## config.mk

```make
export PLATFORM = sky130hd
export DESIGN_NAME = gbi_fifo
export DESIGN_NICKNAME = d
export VERILOG_FILES = /design/src/hdl/gbi_fifo.sv
export SDC_FILE = /design/constraint.sdc
export NUM_CORES = 1
export LEC_CHECK = 0
export ABC_AREA = 1
export BUFFER_PORTS_ARGS = -buffer_cell sky130_fd_sc_hd__buf_2
export CORE_MARGIN = 4
export CORE_UTILIZATION = 50
export DETAILED_ROUTE_END_ITERATION = 6
export HOLD_SLACK_MARGIN = 0.08
export PLACE_DENSITY_LB_ADDON = 0.08
export SYNTH_ARGS = -nofsm -noshare
export SYNTH_HDL_FRONTEND = slang
export SYNTH_SLANG_ARGS = --single-unit
export TNS_END_PERCENT = 50
```

## constraint.sdc

```tcl
create_clock -name clk -period 1.8 [get_ports clk]
set_clock_uncertainty 0.15 [all_clocks]
set_input_delay 0.18 -clock clk [delete_from_list [all_inputs] [get_ports clk]]
set_output_delay 0.18 -clock clk [all_outputs]
set_load 0.02 [all_outputs]
```

## src/hdl/gbi_fifo.sv

```systemverilog
// Small register FIFO between the front end and the blend pipeline.
module gbi_fifo #(
    parameter int WIDTH = 8,
    parameter int DEPTH = 4,
    localparam int PTR_W = (DEPTH > 1) ? $clog2(DEPTH) : 1,
    localparam int LVL_W = $clog2(DEPTH + 1)
) (
    input  logic             clk,
    input  logic             rst_n,
    input  logic             push,
    input  logic [WIDTH-1:0] wdata,
    input  logic             pop,
    output logic [WIDTH-1:0] rdata,
    output logic             empty,
    output logic [LVL_W-1:0] level
);

    logic [WIDTH-1:0] entries_reg [DEPTH];
    logic [PTR_W-1:0] wr_ptr_reg, wr_ptr_next;
    logic [PTR_W-1:0] rd_ptr_reg, rd_ptr_next;
    logic [LVL_W-1:0] count_reg, count_next;

    always_comb
    begin
        wr_ptr_next = wr_ptr_reg;
        rd_ptr_next = rd_ptr_reg;
        if (push)
        begin
            wr_ptr_next = (wr_ptr_reg == PTR_W'(DEPTH - 1)) ? '0 : wr_ptr_reg + 1'b1;
        end
        if (pop)
        begin
            rd_ptr_next = (rd_ptr_reg == PTR_W'(DEPTH - 1)) ? '0 : rd_ptr_reg + 1'b1;
        end
        count_next = count_reg + LVL_W'(push) - LVL_W'(pop);
    end

    always_ff @(posedge clk or negedge rst_n)
    begin
        if (!rst_n)
        begin
            wr_ptr_reg <= '0;
            rd_ptr_reg <= '0;
            count_reg  <= '0;
        end
        else
        begin
            wr_ptr_reg <= wr_ptr_next;
            rd_ptr_reg <= rd_ptr_next;
            count_reg  <= count_next;
        end
    end

    always_ff @(posedge clk)
    begin
        if (push)
        begin
            entries_reg[wr_ptr_reg] <= wdata;
        end
    end

    assign rdata = entries_reg[rd_ptr_reg];
    assign empty = (count_reg == '0);
    assign level = count_reg;

`ifndef SYNTH
    a_no_overflow: assert property (@(posedge clk) disable iff (!rst_n)
        push |-> (count_reg != LVL_W'(DEPTH)) || pop)
        else $error("fifo overflow");

    a_no_underflow: assert property (@(posedge clk) disable iff (!rst_n)
        pop |-> (count_reg != '0))
        else $error("fifo underflow");

    a_empty_ptrs: assert property (@(posedge clk) disable iff (!rst_n)
        (count_reg == '0) |-> (wr_ptr_reg == rd_ptr_reg))
        else $error("fifo pointers disagree with count");
`endif

endmodule

```

==> flow_metrics.py <==
metrics = {
    "power": {
        "power_leakage_nw": 1.08,
        "seqPwrFrac_pct": 43.4,
        "p_comb_share_pct": 42.5,
        "peakVddDrop_v": 0.000611,
        "swShare_pct": 39.6,
        "power_density_mw_per_mm2": 1410,
        "internal-power_w": 0.00184,
        "switching_power_w": 0.00120,
        "finalPower_w": 0.00304,
        "clkPwrFrac_pct": 14.1,
    },
    "timing": {
        "max_freq_ghz": 0.587,
        "setup_viol": 0,
        "period_share_pct": 94.6,
        "worst_slew_pin_slew_ns": 0.412,
        "setup_ws_ns": 0.0965,
        "rsz0062_at_grt": "true",
        "drv_slew": 0,
        "slew-limit-headroom_pct": 72.5,
        "fin_crit_ns": 1.70,
        "hold_ws_ns": 0.185,
        "hold_viol": 0,
    },
    "global_routing": {
        "grt_first_pass_wirelength_um": 5320,
        "grt_pass1_vias": 1193,
        "grt_max_degree": 18,
        "grtUsageTotal_pct": 16.5,
        "grt_overflow": 0,
        "grt_antenna_before_repair": 0,
    },
    "setup_path": {
        "crit_top_cell": "nand2_1",
        "path_cells": "buf_4 > nand2_1 > nand3_1 > nand2_1 > buf_2",
        "r2r_start": "level[0]",
        "crit_required_ns": 1.47,
        "crit_path_start": "rd_ptr_reg[0]",
        "critPathTopFamily": "flip-flops",
        "worstPathBufferInverterCount": 2,
        "arrival_ns": 1.37,
        "reg2reg_slack_ns": 0.13,
        "worst_path_max_delay_cell": "dfrtp_2",
        "cp-start-kind": "register",
        "crit_path_max_incr_delay_ns": 0.51,
        "critPathCaptureType": "output pin",
        "cp_max_fo": 8,
        "path_class": "register to output pin",
    },
    "cts": {
        "cts_buffers": 5,
        "cts_root_buf": "clkbuf_4",
        "clkSinkCount": 39,
        "clockBufferDepth": 2,
        "clk_latency_ns": 0.34,
        "cts_tree": "yes",
        "clkTransAtPathRegs_ns": 0.11,
        "ctsHtreeMaxLevel": 2,
    },
    "synthesis": {
        "syn-num-nets": 195,
        "synthesis.area_mm2": 0.00177,
        "synth_top_area_share_pct": 54.2,
        "yosysUniqueCellTypes": 16,
        "seq_area_frac_synth_pct": 64.0,
        "ys.flop_type": "edfxtp_1",
        "avgSynthCellArea_um2": 10.1,
        "synth_top_area_cell": "edfxtp_1",
        "ys_warn_count": 0,
        "async_flop_share_pct": 17.9,
        "synthCells": 175,
        "synth_area_leaders": "edfxtp_1, nand2_1, dfrtp_1",
        "synth-seq-cells": 39,
        "synth-edff-count": 32,
    },
    "floorplanning": {
        "coreArea_mm2": 0.00339,
        "die_y_um": 67.6,
        "rows": 21,
        "dieWidth_um": 67.6,
        "dieArea_mm2": 0.00457,
        "ios": 24,
        "initial_utilization_pct": 52.3,
    },
    "cells_and_area": {
        "fill_cells": 280,
        "layout.nets": 239,
        "largest_reg_flops": 32,
        "diodes": 0,
        "drive_above_1_share_pct": 19.1,
        "area_growth_pct": 21.9,
        "mostFrequentLayoutCells": "nand2_1, inv_1, edfxtp_1",
        "final_common_cell": "nand2_1",
        "final_cell_count_no_fill": 266,
        "utilization_pct": 63.8,
    },
    "status": {
        "outcome": "finished, final reports clean",
    },
    "routing": {
        "drt_wl_total_um": 3160,
        "via_per_inst": 4.54,
        "drt_iter0_markers": 58,
        "drtPass1Iterations": 4,
        "wl_per_cell_um": 11.9,
        "vias": 1208,
        "drc_errors": 0,
        "ant_nets": 0,
    },
    "place": {
        "io_buffers": 23,
        "placed_cells": 242,
        "place_congestion": 0.679,
        "dp_slack_ns": 0.111,
        "hpwlAfterDp_um": 2120,
    },
    "hold_path": {
        "hp-class": "input pin to register",
        "hp-start": "pop",
    },
    "run": {
        "maxCapViolCount": 0,
    },
}
[power groups by stage]
stage	registers [W]	logic [W]	clock network (W)
6_report	0.00132	0.00129	0.000429
5_1_grt	0.00135	0.00147	0.000491
4_1_cts	0.00133	0.00118	0.000446
3_5_place_dp	0.00135	0.00116	0
3_3_place_gp	0.00134	0.00111	0
2_1_floorplan	0.00132	0.000835	0
[cells in the mapped netlist, types with 2 or more instances]
library cell,n
buf_6,2
nand2_1,53
edfxtp_1,32
nand3_1,17
ha_1,7
dfrtp_1,7
nor2_1,2
o21ai_0,3
inv_1,45
[worst paths after layout]
path                            depth (start not counted)       endpoint
worst max-delay path                                    5       rdata[4]
worst min-delay path                                    4       level[1]
worst max register to register                          8       level[2]
worst min register to register                          3  wr_ptr_reg[0]
max in group asynchronous                               3  rd_ptr_reg[0]
min in group asynchronous                               3  wr_ptr_reg[1]
[cell families after synthesis]
group / share of synthesized area (%)
AOI/OAI and AO/OA: 1.13
buffers and inverters: 12.1
and+or+nand+nor: 16.7
adders and majority gates: 6.06
DFF: 64.0
[tightest hold or removal path: cells and delay by family]
family / cells / cell delay, ns
buffers and inverters: 2 / 0.13
adder cells (fa/ha/maj): 2 / 0.33
[cell type report]
| cell class | count | area, um2 | share of cell area (%) |
|---|---|---|---|
| Clock inverter | 2 | 12.5 | 0.579 |
| Timing Repair Buffer | 41 | 298 | 13.8 |
| Tap cell | 46 | 57.6 | 2.66 |
| Sequential cell | 39 | 1140 | 52.6 |
| Clock buffer | 6 | 41.3 | 1.91 |
| Inverter | 47 | 181 | 8.39 |
| Multi-Input combinational cell | 85 | 434 | 20.1 |
[per-layer routing]
layer	vias up	global-route usage, %	wire (um)
met4	0	6.08	45
met1	561	18.5	1370
met5	-	0	0
li1	622	-	-
met3	5	5.82	127
met2	20	28.8	1620
[per-stage QoR]
stage               area (um2)  setup TNS (ns)
global route              2160         -0.0124
detailed placement        1930               0
CTS                       2100               0
floorplan                 1770               0
finish                    2160               0
global placement          1930               0
[repair_timing]
item                                   4_1_cts  5_1_grt
hold buffers                                12        0
gates resized for setup                      1       10
endpoints found under the hold margin       44        0
buffers inserted                             0        4
setup endpoints to repair                    8        9
Power figures use the tool's default switching activity.
