$ cat src/hdl/gbi_pkg.sv
// Shared types and constants for the grid bilinear interpolator.
package gbi_pkg;

    localparam int COORD_W  = 9;
    localparam int HEIGHT_W = 10;
    localparam int RESULT_W = 17;
    localparam int FRAC_W   = 4;
    localparam int HUNDRED  = 100;
    localparam int EXTENT_RESET = 320;

    localparam logic ACTION_WRITE = 1'b0;
    localparam logic ACTION_QUERY = 1'b1;

    typedef enum logic [1:0] {
        STATUS_OK          = 2'd0,
        STATUS_OFF_LATTICE = 2'd1,
        STATUS_BEYOND      = 2'd2
    } status_t;

    typedef struct packed {
        status_t                status;
        logic [FRAC_W-1:0]      frac_row;
        logic [FRAC_W-1:0]      frac_col;
        logic [HEIGHT_W-1:0]    h_a;
        logic [HEIGHT_W-1:0]    h_b;
        logic [HEIGHT_W-1:0]    h_c;
        logic [HEIGHT_W-1:0]    h_d;
    } entry_t;

endpackage

$ cat src/hdl/gbi_back.sv
// Blend pipeline: bilinear weights, weighted sum and scaling to hundredths.
module gbi_back #(
    parameter int SPACING = 10
) (
    input  logic                            clk,
    input  logic                            rst_n,
    input  logic                            empty,
    input  gbi_pkg::entry_t                 entry,
    output logic                            pop,
    output logic                            done,
    output logic [gbi_pkg::RESULT_W-1:0]    height_hundredths,
    output gbi_pkg::status_t                status
);

    localparam int SP_W        = $clog2(SPACING + 1);
    localparam int WP_W        = 2 * SP_W;
    localparam int DEN         = SPACING * SPACING;
    localparam int WEIGHT_W    = $clog2(DEN + 1);
    localparam int SUM_W       = gbi_pkg::HEIGHT_W + WEIGHT_W;
    localparam int X_W         = SUM_W + 7;
    localparam int RECIP_SHIFT = X_W + WEIGHT_W;
    localparam int Y_W         = X_W + RECIP_SHIFT;
    localparam logic [63:0] RECIP =
        ((64'd1 << RECIP_SHIFT) + 64'(DEN) - 64'd1) / 64'(DEN);

    logic [SP_W-1:0]                wr0, wr1, wc0, wc1;
    logic [WP_W-1:0]                wprod [4];

    logic                           b1_valid_reg;
    gbi_pkg::status_t               b1_status_reg;
    logic [WEIGHT_W-1:0]            b1_w_reg [4];
    logic [gbi_pkg::HEIGHT_W-1:0]   b1_h_reg [4];

    logic                           b2_valid_reg;
    gbi_pkg::status_t               b2_status_reg;
    logic [SUM_W-1:0]               b2_p_reg [4];
    logic [SUM_W-1:0]               b2_p_next [4];

    logic                           b3_valid_reg;
    gbi_pkg::status_t               b3_status_reg;
    logic [SUM_W-1:0]               b3_sum_reg, b3_sum_next;

    logic                           b4_valid_reg;
    gbi_pkg::status_t               b4_status_reg;
    logic [X_W-1:0]                 b4_x_reg, b4_x_next;

    logic                           b5_valid_reg;
    gbi_pkg::status_t               b5_status_reg;
    logic [Y_W-1:0]                 b5_y_reg, b5_y_next;

    assign pop = !empty;

    always_comb
    begin
        wr1 = SP_W'(entry.frac_row);
        wc1 = SP_W'(entry.frac_col);
        wr0 = SP_W'(SPACING) - wr1;
        wc0 = SP_W'(SPACING) - wc1;
        wprod[0] = WP_W'(wr0) * WP_W'(wc0);
        wprod[1] = WP_W'(wr0) * WP_W'(wc1);
        wprod[2] = WP_W'(wr1) * WP_W'(wc0);
        wprod[3] = WP_W'(wr1) * WP_W'(wc1);

        for (int i = 0; i < 4; i++)
        begin
            b2_p_next[i] = SUM_W'(b1_h_reg[i]) * SUM_W'(b1_w_reg[i]);
        end
        b3_sum_next = b2_p_reg[0] + b2_p_reg[1] + b2_p_reg[2] + b2_p_reg[3];
        b4_x_next   = X_W'(b3_sum_reg) * X_W'(gbi_pkg::HUNDRED) + X_W'(DEN / 2);
        b5_y_next   = Y_W'(b4_x_reg) * Y_W'(RECIP);
    end

    always_ff @(posedge clk or negedge rst_n)
    begin
        if (!rst_n)
        begin
            b1_valid_reg <= 1'b0;
            b2_valid_reg <= 1'b0;
            b3_valid_reg <= 1'b0;
            b4_valid_reg <= 1'b0;
            b5_valid_reg <= 1'b0;
        end
        else
        begin
            b1_valid_reg <= pop;
            b2_valid_reg <= b1_valid_reg;
            b3_valid_reg <= b2_valid_reg;
            b4_valid_reg <= b3_valid_reg;
            b5_valid_reg <= b4_valid_reg;
        end
    end

    always_ff @(posedge clk)
    begin
        b1_status_reg <= entry.status;
        for (int i = 0; i < 4; i++)
        begin
            b1_w_reg[i] <= wprod[i][WEIGHT_W-1:0];
        end
        b1_h_reg[0] <= entry.h_a;
        b1_h_reg[1] <= entry.h_b;
        b1_h_reg[2] <= entry.h_c;
        b1_h_reg[3] <= entry.h_d;

        b2_status_reg <= b1_status_reg;
        b2_p_reg      <= b2_p_next;

        b3_status_reg <= b2_status_reg;
        b3_sum_reg    <= b3_sum_next;

        b4_status_reg <= b3_status_reg;
        b4_x_reg      <= b4_x_next;

        b5_status_reg <= b4_status_reg;
        b5_y_reg      <= b5_y_next;
    end

    assign done              = b5_valid_reg;
    assign status            = b5_status_reg;
    assign height_hundredths = b5_y_reg[RECIP_SHIFT +: gbi_pkg::RESULT_W];

endmodule

$ cat config.mk
export PLATFORM = sky130hd
export DESIGN_NAME = gbi_back
export DESIGN_NICKNAME = d
export VERILOG_FILES = /design/src/hdl/gbi_pkg.sv /design/src/hdl/gbi_back.sv
export SDC_FILE = /design/constraint.sdc
export NUM_CORES = 2
export LEC_CHECK = 0
export BUFFER_PORTS_ARGS = -buffer_cell sky130_fd_sc_hd__buf_2
export CAP_MARGIN = 30
export CORE_MARGIN = 4
export CORE_UTILIZATION = 70
export CTS_CLUSTER_DIAMETER = 50
export DETAILED_ROUTE_END_ITERATION = 12
export HOLD_SLACK_MARGIN = 0.1
export PLACE_DENSITY = 0.88
export SYNTH_ARGS = -nofsm -noshare
export SYNTH_HDL_FRONTEND = slang
export SYNTH_SLANG_ARGS = --single-unit
$ cat constraint.sdc
create_clock -name clk -period 16.31 [get_ports clk]
set_clock_uncertainty 0.15 [all_clocks]
set_input_delay 0.8155 -clock clk [delete_from_list [all_inputs] [get_ports clk]]
set_output_delay 0.8155 -clock clk [all_outputs]
set_load 0.01 [all_outputs]
==> metrics.yaml <==
status: "completed"
setup_violations: 0
clk_pin_slew_ns: 0.06
cts_root_buf: "clkbuf_16"
cpPeakStageDelay_ns: 0.54
max_cap_violations: 0
dr.first_iter.drc_count: 880
area_growth_pct: 7.56
cp_slowest_cell: "dfxtp_1"
r2r_setup_slack_ns: 9.23
period_needed_ns: 7.08
drc: 0
rsz0062_at_grt: "no"
setup.worst_path.start: "b4_x_reg[7]"
ff_latch_area_sq_um: 4110
gp_congestion: 0.950
core-area_sq_um: 36900
fin_crit_sh_pct: 43.4
die_w_microns: 202
h-tree-depth: 1
first_global_vias: 20700
clockBufferDepth: 3
crit_chain: "inv_1 -> fa_1 -> inv_1 -> fa_1 -> inv_1 -> fa_1 -> inv_1 -> fa_1 -> fa_1 -> fa_1 -> inv_1 -> fa_1 -> inv_1 -> ha_1 -> nand3_1 -> or4b_1 -> a2bb2oi_1 -> a41oi_2 -> o211ai_2 -> nand2_4 -> a31oi_4 -> or4_1 -> nand3b_1"
ant_nets: 0
multi_input_area_sq_um: 20000
drive_gt1_share_pct: 5.56
cp-start-kind: "flop"
nNetsFinal: 3679
synth_flop_cell: "dfxtp_1"
finalHoldViolCount: 0
cts_resized: 0
min_to: "b1_h_reg[0][5]"
boundaryPins: 74
post-cts-setup-buffers: 0
grt_pass1_wl_microns: 99200
antenna_found_initial: 0
portBuffers: 73
cp.required_ns: 16.70
ys_seq_area_share_pct: 15.6
post-dp-hpwl_microns: 48700
layout_commonest_cell: "inv_1"
first_pass_iters: 5
start_util_pct: 71.4
avgSynthCellArea_sq_um: 9.93
largest_reg_flops: 68
n_antenna_cell: 0
netlist.area_leader.share_pct: 30.7
hold_path_class: "in2reg"
vias: 18500
ys_top_cells_by_area: "fa_1 (31%), ha_1 (24%), dfxtp_1 (15%)"
final_max_slew_viol_count: 0
via_per_inst: 5.67
avgRoutedWirePerCell_microns: 18.0
grt_max_degree: 41
whs_path_depth: 1
cts_buffers: 31
cts_tree: "yes"
cp-end-kind: "flop"
arrival_ns: 7.47
ys_ff_latch: 204
hold_path_startpoint: "entry[35]"
die-area_sq_um: 40800
cp_common_cell: "fa_1"
gr-total-overflow: 0
grt_util_all_layers_pct: 29.7
synth_edf_count: 0
criticalPathCategory: "reg2reg"
synth_cell_types: 61
clkLatencyLatePin_ns: 0.61
totalWireLength_microns: 58700
die_h_microns: 202
mappedNetlistArea_sq_um: 26300
num_rows: 70
path_max_fanout: 8
cts_sinks: 204
tightest_slew_ns: 0.725
worstReg2RegStart: "b4_x_reg[7]"
syn_nets: 3606
yosysTopAreaCell: "fa_1"
synthesis.instances: 2652
tns_ns: 0
reg2reg_depth: 23
most-common-layout-cells: "inv_1 (549), ha_1 (497), fa_1 (404), nand2_1 (237), dfxtp_1 (199)"
r2r-end: "b5_y_reg[42]"
synthArstFlopShare_pct: 2.45
max_freq_ghz: 0.141
yosys_warnings: 0
nFillCells: 2329
slew_headroom_pct: 51.6
## logic make-up (layout without fill, tap and decap cells)
kind of cell | count (synthesis) | in the layout | share of synthesized area (%)
AO/OA/AOI/OAI | 255 | 255 | 6.44
XOR/XNOR | 147 | 147 | 4.89
adder cells (fa/ha/maj) | 901 | 901 | 54.3
buffers and inverters | 584 | 682 | 8.32
flip-flops | 204 | 204 | 15.6
multiplexers | 2 | 2 | 0.0760
AND/OR/NAND/NOR | 559 | 559 | 10.4
## critical path: cells and delay by family, from the launching register on
family	cells	cell delay, ns
AO/OA/AOI/OAI	4	0.75
adder cells (fa/ha/maj)	8	3.80
buffers and inverters	6	0.44
flip-flops	1	0.54
AND/OR/NAND/NOR	5	1.35
## area by class of cell
type                            instances  share of cell area [%]
Clock buffer                           36                    2.95
Sequential cell                       204                    14.5
Timing Repair Buffer                   75                    1.35
Clock inverter                         22                   0.967
Inverter                              549                    7.27
Tap cell                              504                    2.23
Multi-Input combinational cell       1864                    70.7
## through the flow
stage / std cells / worst slack [ns] / cell area (sq um) / util, % / hold WS (ns)
after CTS: 3254 / 9.23 / 28300 / 76.8 / 0.136
after detailed placement: 3195 / 9.28 / 27200 / 73.8 / 0.162
after floorplan: 2652 / 9.80 / 26300 / - / 0.160
final: 3254 / 9.23 / 28300 / 76.8 / 0.157
after global placement: 3195 / 9.47 / 27200 / 73.8 / 0.160
after global routing: 3254 / 8.89 / 28300 / 76.8 / 0.144
## synth_stat cells (4+ instances only)
master	instances
a211oi_1	10
o21a_1	10
fa_1	404
xnor2_1	101
nand2_1	237
nor3_1	26
nand4_1	8
o211ai_1	9
nor2_1	57
a21oi_1	85
or3_1	7
a31oi_1	8
a21o_1	38
and3_1	17
a31o_2	4
nand3_1	31
and2_1	116
clkbuf_1	34
xor2_1	46
dfrtp_1	5
nand2b_1	10
or2_2	9
inv_1	549
ha_1	497
dfxtp_1	199
nor4_1	6
o31ai_1	4
a2111oi_0	6
o21bai_1	13
o21ai_0	37
nor2b_1	20
## layer usage
layer  up-vias  wire [microns]  GRT usage, %
met5         -               0             0
met3       198            2150          3.71
met2       488           31400          55.5
met4         0            2980          13.0
met1      9222           22200          34.0
li1       8557               -             -
## worst max path at each step
stage | slack [ns] | to | cells past startpoint
2_1_floorplan | 9.80 | b5_y_reg[42] | 23
4_1_cts | 9.23 | b5_y_reg[47] | 23
6_report | 9.23 | b5_y_reg[42] | 23
5_1_grt | 8.89 | b5_y_reg[47] | 23
3_3_place_gp | 9.47 | b5_y_reg[42] | 23
3_5_place_dp | 9.28 | b5_y_reg[42] | 23
## repair_timing
item / CTS / global route
setup endpoints to repair: 0 / 0
hold buffers: 1 / 0
hold endpoints to repair: 5 / 0
Power is not shown: default switching activity piles up to over one toggle a cycle in this logic, so the estimate is an artifact.
